File: src/pbt_pkg.sv
// Shared constants, request codes and divider types for the priority band table.
`default_nettype none
package pbt_pkg;
    localparam int ROWS_DEF       = 200;
    localparam int BOUNDARY_COUNT = 14;
    localparam int SCALE          = 2000;
    localparam int TOP_BAND       = 15;
    localparam int PRI_W          = 5;
    localparam int ROW_W          = 8;
    localparam int DIV_W          = 19;
    localparam int DCNT_W         = $clog2(DIV_W + 1);

    localparam logic [1:0] REQ_BUILD = 2'd0;
    localparam logic [1:0] REQ_LOAD  = 2'd1;
    localparam logic [1:0] REQ_R2P   = 2'd2;
    localparam logic [1:0] REQ_P2R   = 2'd3;

    localparam logic [1:0] ST_OK    = 2'd0;
    localparam logic [1:0] ST_ZERO  = 2'd1;
    localparam logic [1:0] ST_ORDER = 2'd2;

    typedef struct packed {
        logic             start;
        logic [DIV_W-1:0] dividend;
        logic [DIV_W-1:0] divisor;
    } t_div_req;

    typedef struct packed {
        logic             done;
        logic [DIV_W-1:0] quotient;
    } t_div_rsp;
endpackage
`default_nettype wire

File: src/pbt_if.sv
// Request and response channel interfaces of the priority band table.
`default_nettype none
interface pbt_req_if;
    logic              valid;
    logic              ready;
    logic [1:0]        req_type;
    logic [3:0]        band_count;
    logic              keep_count;
    logic [7:0]        top_row;
    logic [7:0]        bottom_row;
    logic [7:0]        boundary;
    logic signed [9:0] row_in;
    logic [4:0]        priority_in;

    modport source (output valid, req_type, band_count, keep_count, top_row, bottom_row,
                    boundary, row_in, priority_in, input ready);
    modport sink (input valid, req_type, band_count, keep_count, top_row, bottom_row,
                  boundary, row_in, priority_in, output ready);
endinterface

interface pbt_rsp_if;
    logic       valid;
    logic       ready;
    logic [4:0] priority_out;
    logic [7:0] row_out;
    logic [1:0] status;

    modport source (output valid, priority_out, row_out, status, input ready);
    modport sink (input valid, priority_out, row_out, status, output ready);
endinterface
`default_nettype wire

File: src/pbt_ram.sv
// Generic single-port RAM with registered read.
`default_nettype none
module pbt_ram #(
    parameter int WIDTH = 8,
    parameter int DEPTH = 16
) (
    input  wire logic                     i_clk,
    input  wire logic                     i_we,
    input  wire logic [$clog2(DEPTH)-1:0] i_addr,
    input  wire logic [WIDTH-1:0]         i_wdata,
    output logic      [WIDTH-1:0]         o_rdata
);
    logic [WIDTH-1:0] r_mem [DEPTH];

    always_ff @(posedge i_clk) begin
        if (i_we) begin
            r_mem[i_addr] <= i_wdata;
        end
        o_rdata <= r_mem[i_addr];
    end
endmodule
`default_nettype wire

File: src/pbt_div.sv
// Restoring divider, one quotient bit per cycle.
`default_nettype none
module pbt_div (
    input  wire logic              i_clk,
    input  wire logic              i_rst_n,
    input  wire pbt_pkg::t_div_req i_req,
    output pbt_pkg::t_div_rsp      o_rsp
);
    import pbt_pkg::*;

    logic              r_busy;
    logic              r_done;
    logic [DCNT_W-1:0] r_cnt;
    logic [DIV_W:0]    r_rem;
    logic [DIV_W-1:0]  r_quo;
    logic [DIV_W-1:0]  r_dvs;
    logic [DIV_W:0]    sh;
    logic              ge;

    always_comb begin
        sh = {r_rem[DIV_W-1:0], r_quo[DIV_W-1]};
        ge = (sh >= {1'b0, r_dvs});
    end

    always_ff @(posedge i_clk) begin
        if (!i_rst_n) begin
            r_busy <= 1'b0;
            r_done <= 1'b0;
            r_cnt  <= '0;
        end else begin
            r_done <= 1'b0;
            if (i_req.start && !r_busy) begin
                r_busy <= 1'b1;
                r_cnt  <= DCNT_W'(DIV_W);
            end else if (r_busy) begin
                r_cnt <= r_cnt - 1'b1;
                if (r_cnt == DCNT_W'(1)) begin
                    r_busy <= 1'b0;
                    r_done <= 1'b1;
                end
            end
        end
    end

    always_ff @(posedge i_clk) begin
        if (i_req.start && !r_busy) begin
            r_rem <= '0;
            r_quo <= i_req.dividend;
            r_dvs <= i_req.divisor;
        end else if (r_busy) begin
            r_rem <= ge ? (sh - {1'b0, r_dvs}) : sh;
            r_quo <= {r_quo[DIV_W-2:0], ge};
        end
    end

    assign o_rsp.done     = r_done;
    assign o_rsp.quotient = r_quo;
endmodule
`default_nettype wire

File: src/priority_band_table.sv
// Top level of the priority band table: sequencer, table RAM and divider.
//
// The row table sits in one single-port RAM of ROWS five-bit entries. One request
// is worked at a time; a new request is taken while the previous response still
// waits at the output register. A row-to-priority query reads one table entry; a
// priority-to-row query scans rows from row 0 up to the stored bottom; a load byte
// fills rows up to its boundary; a build divides for the band span and, if the area
// is not empty, for the last banded row, then writes rows outside the band area
// directly and runs one division per row inside it on the shared bit-serial divider.
// Rejected builds answer without touching the table. Queries are valid only after
// a complete build or load has written the table.
`default_nettype none
module priority_band_table #(
    parameter int ROWS = pbt_pkg::ROWS_DEF
) (
    input  wire logic i_clk,
    input  wire logic i_rst_n,
    pbt_req_if.sink   i_req,
    pbt_rsp_if.source o_rsp
);
    import pbt_pkg::*;

    localparam int RW = $clog2(ROWS + 1);
    localparam int AW = $clog2(ROWS);
    localparam int CW = (RW > 8) ? RW : 8;
    localparam int QW = ((RW > 10) ? RW : 10) + 1;

    localparam logic [3:0] S_IDLE  = 4'd0;
    localparam logic [3:0] S_SPAN  = 4'd1;
    localparam logic [3:0] S_LAST  = 4'd2;
    localparam logic [3:0] S_FILL  = 4'd3;
    localparam logic [3:0] S_FDIV  = 4'd4;
    localparam logic [3:0] S_LOAD  = 4'd5;
    localparam logic [3:0] S_REST  = 4'd6;
    localparam logic [3:0] S_RQ    = 4'd7;
    localparam logic [3:0] S_SRD   = 4'd8;
    localparam logic [3:0] S_SCK   = 4'd9;
    localparam logic [3:0] S_DONE  = 4'd10;

    logic [3:0]       r_state, n_state;
    logic [RW-1:0]    r_area_top, n_area_top;
    logic [RW-1:0]    r_area_bot, n_area_bot;
    logic [3:0]       r_stored, n_stored;
    logic [RW-1:0]    r_load_row, n_load_row;
    logic [3:0]       r_load_band, n_load_band;
    logic [RW-1:0]    r_y, n_y;
    logic [RW-1:0]    r_top, n_top;
    logic [RW-1:0]    r_bot, n_bot;
    logic [RW-1:0]    r_lim, n_lim;
    logic [3:0]       r_cnt, n_cnt;
    logic [7:0]       r_d, n_d;
    logic [DIV_W-1:0] r_span, n_span;
    logic             r_fix, n_fix;
    logic [PRI_W-1:0] r_p, n_p;
    logic [PRI_W-1:0] r_res_pri, n_res_pri;
    logic [ROW_W-1:0] r_res_row, n_res_row;
    logic [1:0]       r_res_st, n_res_st;
    logic             r_out_valid;
    logic [PRI_W-1:0] r_out_pri;
    logic [ROW_W-1:0] r_out_row;
    logic [1:0]       r_out_st;

    logic             fire;
    logic             push;
    logic [CW-1:0]    rows_c, top_c, bot_c, lim_c, d_c, yt_c;
    logic [RW-1:0]    top_s, bot_s, lim_s;
    logic [3:0]       cnt_c;
    logic [QW-1:0]    ys, at_s, ab_s, sel;
    logic [AW-1:0]    q_idx;
    logic [DIV_W-1:0] span_c;
    logic [PRI_W-1:0] fval;

    logic             mem_we;
    logic [AW-1:0]    mem_addr;
    logic [PRI_W-1:0] mem_wdata;
    logic [PRI_W-1:0] mem_rdata;
    t_div_req         div_req;
    t_div_rsp         div_rsp;

    pbt_ram #(.WIDTH(PRI_W), .DEPTH(ROWS)) u_ram (
        .i_clk   (i_clk),
        .i_we    (mem_we),
        .i_addr  (mem_addr),
        .i_wdata (mem_wdata),
        .o_rdata (mem_rdata)
    );

    pbt_div u_div (
        .i_clk   (i_clk),
        .i_rst_n (i_rst_n),
        .i_req   (div_req),
        .o_rsp   (div_rsp)
    );

    assign i_req.ready = (r_state == S_IDLE);
    assign fire        = i_req.valid && i_req.ready;
    assign push        = (r_state == S_DONE) && (!r_out_valid || o_rsp.ready);

    // Saturate request rows to the table size and pick the band count.
    always_comb begin
        rows_c = CW'(ROWS);
        top_c  = CW'(i_req.top_row);
        bot_c  = CW'(i_req.bottom_row);
        lim_c  = CW'(i_req.boundary);
        top_s  = RW'((top_c > rows_c) ? rows_c : top_c);
        bot_s  = RW'((bot_c > rows_c) ? rows_c : bot_c);
        lim_s  = RW'((lim_c > rows_c) ? rows_c : lim_c);
        cnt_c  = i_req.keep_count ? r_stored : i_req.band_count;
        d_c    = CW'(bot_s) - CW'(top_s);
        yt_c   = CW'(r_y - r_top);
        span_c = (div_rsp.quotient == '0) ? DIV_W'(1) : div_rsp.quotient;
        fval   = PRI_W'(div_rsp.quotient + 1'b1);
        if (r_fix && fval == PRI_W'(TOP_BAND)) begin
            fval = PRI_W'(TOP_BAND - 1);
        end
    end

    // Clamp the query row to the stored band area.
    always_comb begin
        ys   = QW'(i_req.row_in);
        at_s = QW'(r_area_top);
        ab_s = QW'(r_area_bot);
        if ($signed(ys) < $signed(at_s)) begin
            sel = at_s;
        end else if ($signed(ys) > $signed(ab_s)) begin
            sel = ab_s;
        end else begin
            sel = ys;
        end
        if (sel >= QW'(ROWS)) begin
            sel = QW'(ROWS - 1);
        end
        q_idx = AW'(sel);
    end

    always_comb begin
        n_state     = r_state;
        n_area_top  = r_area_top;
        n_area_bot  = r_area_bot;
        n_stored    = r_stored;
        n_load_row  = r_load_row;
        n_load_band = r_load_band;
        n_y         = r_y;
        n_top       = r_top;
        n_bot       = r_bot;
        n_lim       = r_lim;
        n_cnt       = r_cnt;
        n_d         = r_d;
        n_span      = r_span;
        n_fix       = r_fix;
        n_p         = r_p;
        n_res_pri   = r_res_pri;
        n_res_row   = r_res_row;
        n_res_st    = r_res_st;
        mem_we      = 1'b0;
        mem_addr    = AW'(r_y);
        mem_wdata   = '0;
        div_req     = '{start: 1'b0, dividend: '0, divisor: '0};

        case (r_state)
            S_IDLE: begin
                mem_addr = q_idx;
                if (fire) begin
                    n_res_pri = '0;
                    n_res_row = '0;
                    n_res_st  = ST_OK;
                    case (i_req.req_type)
                        REQ_BUILD: begin
                            if (cnt_c == '0) begin
                                n_res_st = ST_ZERO;
                                n_state  = S_DONE;
                            end else if (bot_s < top_s) begin
                                n_res_st = ST_ORDER;
                                n_state  = S_DONE;
                            end else begin
                                n_load_row  = '0;
                                n_load_band = '0;
                                n_stored    = cnt_c;
                                n_cnt       = cnt_c;
                                n_top       = top_s;
                                n_bot       = bot_s;
                                n_d         = d_c[7:0];
                                div_req.start    = 1'b1;
                                div_req.dividend = DIV_W'(d_c[7:0]) * DIV_W'(SCALE);
                                div_req.divisor  = DIV_W'(cnt_c);
                                n_state = S_SPAN;
                            end
                        end
                        REQ_LOAD: begin
                            n_lim   = lim_s;
                            n_state = S_LOAD;
                        end
                        REQ_R2P: begin
                            n_state = S_RQ;
                        end
                        default: begin
                            if (i_req.priority_in <= PRI_W'(r_stored)) begin
                                n_p     = i_req.priority_in;
                                n_y     = '0;
                                n_state = S_SRD;
                            end else begin
                                n_res_row = ROW_W'(r_area_bot);
                                n_state   = S_DONE;
                            end
                        end
                    endcase
                end
            end
            S_SPAN: begin
                if (div_rsp.done) begin
                    n_span = span_c;
                    n_y    = '0;
                    n_fix  = 1'b0;
                    if (r_d != '0) begin
                        // The last banded row decides whether the top band folds down.
                        div_req.start    = 1'b1;
                        div_req.dividend = DIV_W'(r_d - 1'b1) * DIV_W'(SCALE);
                        div_req.divisor  = span_c;
                        n_state = S_LAST;
                    end else begin
                        n_state = S_FILL;
                    end
                end
            end
            S_LAST: begin
                if (div_rsp.done) begin
                    n_fix   = (r_cnt == 4'(TOP_BAND)) &&
                              (div_rsp.quotient == DIV_W'(TOP_BAND - 1));
                    n_state = S_FILL;
                end
            end
            S_FILL: begin
                if (r_y == RW'(ROWS)) begin
                    n_area_top = r_top;
                    n_area_bot = (r_bot == RW'(ROWS)) ? RW'(ROWS - 1) : r_bot;
                    n_state    = S_DONE;
                end else if (r_y < r_top) begin
                    mem_we = 1'b1;
                    n_y    = r_y + 1'b1;
                end else if (r_y < r_bot) begin
                    div_req.start    = 1'b1;
                    div_req.dividend = DIV_W'(yt_c[7:0]) * DIV_W'(SCALE);
                    div_req.divisor  = r_span;
                    n_state = S_FDIV;
                end else begin
                    mem_we    = 1'b1;
                    mem_wdata = PRI_W'(r_cnt);
                    n_y       = r_y + 1'b1;
                end
            end
            S_FDIV: begin
                if (div_rsp.done) begin
                    mem_we    = 1'b1;
                    mem_wdata = fval;
                    n_y       = r_y + 1'b1;
                    n_state   = S_FILL;
                end
            end
            S_LOAD: begin
                mem_addr = AW'(r_load_row);
                if (r_load_row < r_lim) begin
                    mem_we     = 1'b1;
                    mem_wdata  = PRI_W'(r_load_band);
                    n_load_row = r_load_row + 1'b1;
                end else begin
                    n_load_band = r_load_band + 1'b1;
                    if (r_load_band + 1'b1 >= 4'(BOUNDARY_COUNT)) begin
                        n_state = S_REST;
                    end else begin
                        n_state = S_DONE;
                    end
                end
            end
            S_REST: begin
                mem_addr = AW'(r_load_row);
                if (r_load_row < RW'(ROWS)) begin
                    mem_we     = 1'b1;
                    mem_wdata  = PRI_W'(BOUNDARY_COUNT);
                    n_load_row = r_load_row + 1'b1;
                end else begin
                    n_load_row  = '0;
                    n_load_band = '0;
                    n_state     = S_DONE;
                end
            end
            S_RQ: begin
                n_res_pri = mem_rdata;
                n_state   = S_DONE;
            end
            S_SRD: begin
                n_state = S_SCK;
            end
            S_SCK: begin
                if (mem_rdata == r_p) begin
                    n_res_row = ROW_W'(r_y);
                    n_state   = S_DONE;
                end else if (r_y >= r_area_bot) begin
                    n_res_row = ROW_W'(r_area_bot);
                    n_state   = S_DONE;
                end else begin
                    n_y     = r_y + 1'b1;
                    n_state = S_SRD;
                end
            end
            S_DONE: begin
                if (push) begin
                    n_state = S_IDLE;
                end
            end
            default: begin
                n_state = S_IDLE;
            end
        endcase
    end

    always_ff @(posedge i_clk) begin
        if (!i_rst_n) begin
            r_state     <= S_IDLE;
            r_area_top  <= '0;
            r_area_bot  <= '0;
            r_stored    <= 4'(BOUNDARY_COUNT);
            r_load_row  <= '0;
            r_load_band <= '0;
            r_out_valid <= 1'b0;
        end else begin
            r_state     <= n_state;
            r_area_top  <= n_area_top;
            r_area_bot  <= n_area_bot;
            r_stored    <= n_stored;
            r_load_row  <= n_load_row;
            r_load_band <= n_load_band;
            if (push) begin
                r_out_valid <= 1'b1;
            end else if (o_rsp.ready) begin
                r_out_valid <= 1'b0;
            end
        end
    end

    always_ff @(posedge i_clk) begin
        r_y       <= n_y;
        r_top     <= n_top;
        r_bot     <= n_bot;
        r_lim     <= n_lim;
        r_cnt     <= n_cnt;
        r_d       <= n_d;
        r_span    <= n_span;
        r_fix     <= n_fix;
        r_p       <= n_p;
        r_res_pri <= n_res_pri;
        r_res_row <= n_res_row;
        r_res_st  <= n_res_st;
        if (push) begin
            r_out_pri <= r_res_pri;
            r_out_row <= r_res_row;
            r_out_st  <= r_res_st;
        end
    end

    assign o_rsp.valid        = r_out_valid;
    assign o_rsp.priority_out = r_out_pri;
    assign o_rsp.row_out      = r_out_row;
    assign o_rsp.status       = r_out_st;
endmodule
`default_nettype wire

File: src/flat_wrapper.sv
// flat-port wrapper written by rule: the top's interface ports become plain ports
module priority_band_table_flat import pbt_pkg::*;
#(
    parameter int ROWS = pbt_pkg::ROWS_DEF
)
  (i_clk, i_rst_n, i_req_valid, i_req_req_type, i_req_band_count, i_req_keep_count, i_req_top_row, i_req_bottom_row, i_req_boundary, i_req_row_in, i_req_priority_in, i_req_ready, o_rsp_valid, o_rsp_priority_out, o_rsp_row_out, o_rsp_status, o_rsp_ready);
  pbt_req_if i_req_i ();
  pbt_rsp_if o_rsp_i ();
  input  wire logic i_clk;
  input  wire logic i_rst_n;
  input wire logic [$bits(i_req_i.valid)-1:0] i_req_valid;
  input wire logic [$bits(i_req_i.req_type)-1:0] i_req_req_type;
  input wire logic [$bits(i_req_i.band_count)-1:0] i_req_band_count;
  input wire logic [$bits(i_req_i.keep_count)-1:0] i_req_keep_count;
  input wire logic [$bits(i_req_i.top_row)-1:0] i_req_top_row;
  input wire logic [$bits(i_req_i.bottom_row)-1:0] i_req_bottom_row;
  input wire logic [$bits(i_req_i.boundary)-1:0] i_req_boundary;
  input wire logic [$bits(i_req_i.row_in)-1:0] i_req_row_in;
  input wire logic [$bits(i_req_i.priority_in)-1:0] i_req_priority_in;
  output wire logic [$bits(i_req_i.ready)-1:0] i_req_ready;
  output wire logic [$bits(o_rsp_i.valid)-1:0] o_rsp_valid;
  output wire logic [$bits(o_rsp_i.priority_out)-1:0] o_rsp_priority_out;
  output wire logic [$bits(o_rsp_i.row_out)-1:0] o_rsp_row_out;
  output wire logic [$bits(o_rsp_i.status)-1:0] o_rsp_status;
  input wire logic [$bits(o_rsp_i.ready)-1:0] o_rsp_ready;
  assign i_req_i.valid = i_req_valid;
  assign i_req_i.req_type = i_req_req_type;
  assign i_req_i.band_count = i_req_band_count;
  assign i_req_i.keep_count = i_req_keep_count;
  assign i_req_i.top_row = i_req_top_row;
  assign i_req_i.bottom_row = i_req_bottom_row;
  assign i_req_i.boundary = i_req_boundary;
  assign i_req_i.row_in = i_req_row_in;
  assign i_req_i.priority_in = i_req_priority_in;
  assign i_req_ready = i_req_i.ready;
  assign o_rsp_valid = o_rsp_i.valid;
  assign o_rsp_priority_out = o_rsp_i.priority_out;
  assign o_rsp_row_out = o_rsp_i.row_out;
  assign o_rsp_status = o_rsp_i.status;
  assign o_rsp_i.ready = o_rsp_ready;
  priority_band_table #(.ROWS(ROWS)) u_core (.i_clk(i_clk), .i_rst_n(i_rst_n), .i_req(i_req_i), .o_rsp(o_rsp_i));
endmodule
File: config.mk
export PLATFORM = sky130hd
export DESIGN_NAME = priority_band_table_flat
export DESIGN_NICKNAME = d
export VERILOG_FILES = /design/src/pbt_pkg.sv /design/src/pbt_if.sv /design/src/pbt_ram.sv /design/src/pbt_div.sv /design/src/priority_band_table.sv /design/src/flat_wrapper.sv
export SDC_FILE = /design/constraint.sdc
export NUM_CORES = 2
export LEC_CHECK = 0
export ABC_AREA = 0
export BUFFER_PORTS_ARGS = -buffer_cell sky130_fd_sc_hd__buf_2
export CORE_MARGIN = 2
export CORE_UTILIZATION = 25
export CTS_BUF_LIST = sky130_fd_sc_hd__clkbuf_16
export CTS_CLUSTER_SIZE = 14
export DETAILED_ROUTE_END_ITERATION = 8
export GPL_TIMING_DRIVEN = 0
export SLEW_MARGIN = 20
export SYNTH_ARGS = -nofsm -noshare
export SYNTH_HDL_FRONTEND = slang
export SYNTH_HIERARCHICAL = 1
export SYNTH_SLANG_ARGS = --single-unit
File: constraint.sdc
create_clock -name i_clk -period 26.5 [get_ports i_clk]
set_input_delay 1.325 -clock i_clk [delete_from_list [all_inputs] [get_ports i_clk]]
set_output_delay 1.325 -clock i_clk [all_outputs]
set_load 0.02 [all_outputs]
* After elaboration in Yosys (flattened, before gate mapping)
Memories as Yosys holds them, arrays and structs flattened. A register that Yosys moved wholly into a read port is not among the register bits. Index checks and enable logic that the tools add are counted.
Cells by class: reductions and logical operators 39, bitwise gates (word level) 6, shift operators 0, eq/ne operators 40, divide/modulo/power cells 0, $add $sub $neg 9, multipliers 3, magnitude comparators 15, mux-type cells 103
Operators by type and width (number):
- 39-bit two-way mux | 9
- 8-bit two-way mux | 25
- 39-bit one-hot mux with 3 select lines | 1
- 4-bit two-way mux | 23
- 19-bit two-way mux | 4
- 4-bit one-hot mux with 10 select lines | 1
- 8-bit one-hot mux with 5 select lines | 1
- 5-bit two-way mux | 7
- 8-bit less-than comparator | 4
- 8-bit one-hot mux with 2 select lines | 2
- 8-bit by 7-bit multiplier with 15-bit output, second input constant | 2
- 2-bit inequality test, second input constant | 14
- 8-bit > comparator, second input constant | 3
- 4-bit one-hot mux with 3 select lines | 2
- 8-bit one-hot mux with 3 select lines | 1
- 11-bit two-way mux | 2
- 20-bit by 19-bit >= comparator with 1-bit output | 1
- 5-bit one-hot mux with 4 select lines | 1
- 19-bit by 4-bit equality test with 1-bit output, second input constant | 1
- 19-bit logical NOT | 1
- 19-bit by 7-bit multiplier with 15-bit output, second input constant | 1
- 19-bit subtractor | 1
- 1-bit two-way mux | 18
- 8-bit by 1-bit adder with 8-bit output, second input constant | 2
- 49 further kinds | 88
Word-level totals: memories 1, bits in latches 0, RAM bits 1000, bits in read-only memories 0, register bits 200, logic and storage cells 246
Memories:
- u_core.u_ram.r_mem | words 200, bits a word 5, read ports 1, clocked after Yosys merged registers in 1, write ports 1, line pbt_ram.sv:13 | logic [WIDTH-1:0] r_mem [DEPTH];

* Depth between registers and ports, before layout
depth after elaboration 11, mapped depth 25, depth with buffers taken out 25

* By module
The synthesis kept the hierarchy.
Modules (own cells, without submodules):
- pbt_ram | cells each 1958, area an instance 39372.8 µm², times used 1, sequential area each 30128.9 µm²
- priority_band_table | cells each 1340, area an instance 12777.3 µm², times used 1, sequential area each 3713.6 µm²
- pbt_div | cells each 341, area an instance 3644.7 µm², times used 1, sequential area each 1661.6 µm²

* Least setup slack after synthesis
Ideal clock, no wire load.
path type register to register, start point reg u_core.r_state[2], end point mem u_core/u_ram/r_mem[0][0] in the netlist's numbering (data pin), slack 16062 ps, path buffers 1, arrival 8685 ps, stages on the path, launching flop included 5, data required time 24747 ps, library setup time 1753 ps, cells stage by stage dfxtp_1 > clkbuf_1 > nor2b_1 > nand3_1 > o21ai_0
On the way: cells in the longest elaborated chain, start to end 2, elaborated cells on any way between the ends 5, those cells by class 4 x eq/ne; 1 x mux
RTL lines:
- start: declaration | line priority_band_table.sv:40 | logic [3:0] r_state, n_state;
- start signal: assignment | line priority_band_table.sv:326 | r_state <= n_state;
- 4-bit by 3-bit equality test with 1-bit output / 4-bit by 2-bit equality test with 1-bit output (equally long branches) | line priority_band_table.sv:160 | case (r_state)
- 5-bit one-hot mux with 4 select lines * | line priority_band_table.sv:160
- named net u_core.mem_wdata[0] | line priority_band_table.sv:75 | logic [PRI_W-1:0] mem_wdata;
- end: declaration | line pbt_ram.sv:13
The timed path passes the listed nets; every way through them passes the cells marked *.

==> results.cfg <==
[run]
max_cap_viol_count = 0

[yosys]
synth_seq_cells = 1205
synthTopCellsByArea = edfxtp_1, mux4_2, ha_1
ys_warn_count = 6
synth-edff-count = 1137
postSynthAreaPerCell_sq_um = 15.3
yosys.cell_types.count = 104
synthCells = 3639
synth_top_area_frac = 0.612
yosysSeqAreaShare = 0.636
synth.most_common_cell = edfxtp_1
yosysTopAreaCell = edfxtp_1
synth-main-ff-cell = edfxtp_1
synth_area_sq_um = 55800
async_reset_ff_frac = 0
yosys-top-cells-count = edfxtp_1, nor2_1, mux4_2, inv_1, ha_1

[timing]
finalClockSkew_ns = 0.0485
holdWs_ns = 0.423
rsz0062_at_grt = false
tns_ns = 0
final.period_utilization = 0.290
slew_headroom = 0.233
setup_viol = 0
max_freq_mhz = 130
min_period_ns = 7.67
post-route-worst-setup-slack_ns = 18.83
hold_viol = 0
slew_violations = 0
worst_pin_slew_ns = 1.15

[place]
dpl.hpwl_mm = 111
pre_cts_ws_ns = 18.14
routabilityCongestion = 0.920
dpl_cell_area_sq_um = 60500
io_buffers = 66

[cts]
clk_pin_slew_worst_paths_ns = 0.06
cts_tree = done
postCtsSetupBuffers = 0
cts-buffers-inserted = 131
clock_latency_ns = 0.78
clock_path_buffers = 3
cts_sinks = 1205
ctsResizeCount = 0
cts_hold_buffers = 0
cts-root-buf = clkbuf_16
htree_levels = 4

[floorplanning]
io_pins = 67
initial_core_util = 0.251
dieHeight_microns = 476
die_w_microns = 476
core_area_sq_um = 222000
dieArea_sq_um = 227000
std_cell_rows = 173

[setup_path]
start_kind = input port
endpoint_kind = flop
cp_max_fo = 9
critPathKind = input port to flop
rr_worst_depth = 15
slowest_delay_ns = 0.84
slowest_stage = xor2_1
worst_ep_required_time_ns = 27.01
worst_ep_arrival_time_ns = 8.18

[grt]
grt_pass1_vias = 33107
grt_max_degree = 77
globalRouteOverflowTotal = 0
antenna_found_initial = 9
grt_pass1_wl_mm = 225
grt_usage = 0.133

[route]
antenna_left = 0
num_vias = 33013
drt-total-wl_mm = 154
first_pass_iters = 6
via_per_inst = 4.75
drt_iter0_markers = 3624
route.detailed.drc = 0
drt-wirelength-per-cell_microns = 22.2

[worst_hold_path]
min_path_cells = 0
hp-class = flop to flop

[final_layout]
nNetsFinal = 4178
drive_above_1_share = 0.173
synthToLayoutAreaGrowth_pct = 16.1
final_cell_area_sq_um = 64800

[power_and_ir_drop]
p_per_area_nw_per_um2 = 125
ir_drop_uv = 261
leakage_nw = 22.2

[outcome]
status = complete, no violations
layout make-up:
class / instances / area (sq um)
fill: 22228 / 157000
sequential: 1205 / 35500
multi-input combinational: 2034 / 18600
tap: 2975 / 3720
clock buffer: 135 / 3380
buffer: 185 / 975
timing repair buffer: 90 / 891
clock inverter: 100 / 888
inverter: 218 / 821
antenna: 4 / 10.0
critical path, delay by kind of cell:
family | cells | cell delay, ns
fa+ha+maj | 6 | 2.51
compound gates | 8 | 1.75
xor+xnor | 2 | 1.01
simple gates | 5 | 0.98
buf+inv | 3 | 0.31
mux | 1 | 0.28
cell families after synthesis:
kind of cell    count (synthesis)  synth area share
mux                           358             0.114
xor+xnor                      104            0.0163
compound gates                533            0.0692
other cells                     1         0.0000672
buf+inv                       403            0.0319
flops                        1205             0.636
fa+ha+maj                     263            0.0684
simple gates                  772            0.0633
metrics by stage:
stage / util / power [mW] / cells
4_1_cts: 0.292 / 8.16 / 6942
2_1_floorplan: - / 5.10 / 3642
6_report: 0.292 / 8.12 / 6946
5_1_grt: 0.292 / 8.58 / 6945
3_5_place_dp: 0.272 / 6.33 / 6707
3_3_place_gp: 0.270 / 6.30 / 6683
metal layers:
metal,global-route usage,part of all wire
met5,0,0.00014
met1,0.171,0.41
met4,0.0537,0.040
met3,0.0287,0.079
met2,0.216,0.47
power breakdown:
part	internal, mW	switching [mW]	total [mW]
Clock	1.06	0.755	1.81
Combinational	1.62	2.50	4.11
Sequential	2.15	0.0415	2.19
Total	4.83	3.29	8.12
cells in the final DEF, fill, tap and decap left out, types with 57 or more instances in the layout:
| cell type | count |
|---|---|
| dfxtp_1 | 68 |
| fa_1 | 70 |
| mux4_2 | 221 |
| clkbuf_1 | 88 |
| a21oi_1 | 113 |
| nand3_1 | 64 |
| buf_2 | 113 |
| clkbuf_16 | 135 |
| inv_1 | 228 |
| ha_1 | 193 |
| o21ai_0 | 57 |
| nand2_1 | 167 |
| nor2_1 | 332 |
| mux2i_1 | 106 |
| edfxtp_1 | 1137 |
path summary, 6_finish.rpt:
| path | slack [ns] | from | endpoint |
|---|---|---|---|
| min | 0.42 | u_core/r_res_row[3]$_DFFE_PP_ | u_core/o_rsp.row_out[3]$_DFFE_PP_ |
| max reg2reg | 19.38 | u_core/r_area_bot[2]$_SDFFE_PN0P_ | u_core/u_ram/r_mem[21][1]$_DFFE_PP_ |
| min reg2reg | 0.42 | u_core/r_res_row[3]$_DFFE_PP_ | u_core/o_rsp.row_out[3]$_DFFE_PP_ |
| max | 18.83 | i_req_bottom_row[0] | u_core/u_div/r_quo[18]$_DFFE_PP_ |
state kept, by name, indices dropped and copies added (netlist names), 4 cells and up:
signal and count:
u_core/r_stored 4, u_core/r_cnt 4, u_core/u_div/r_cnt 5, u_core/u_div/r_dvs 19, u_core/o_rsp.row_out 8, u_core/r_span 19
u_core/r_area_top 8, u_core/r_bot 8, u_core/u_ram/o_rdata 5, u_core/r_load_band 4, u_core/r_y 8, u_core/r_res_row 8
u_core/r_top 8, u_core/r_lim 8, u_core/o_rsp.priority_out 5, u_core/u_div/r_rem 19, u_core/u_ram/r_mem 1000, u_core/r_p 5
u_core/r_load_row 8, u_core/u_div/r_quo 19, u_core/r_d 8, u_core/r_res_pri 5, u_core/r_area_bot 8, u_core/r_state 4
Power figures use the tool's default switching activity.
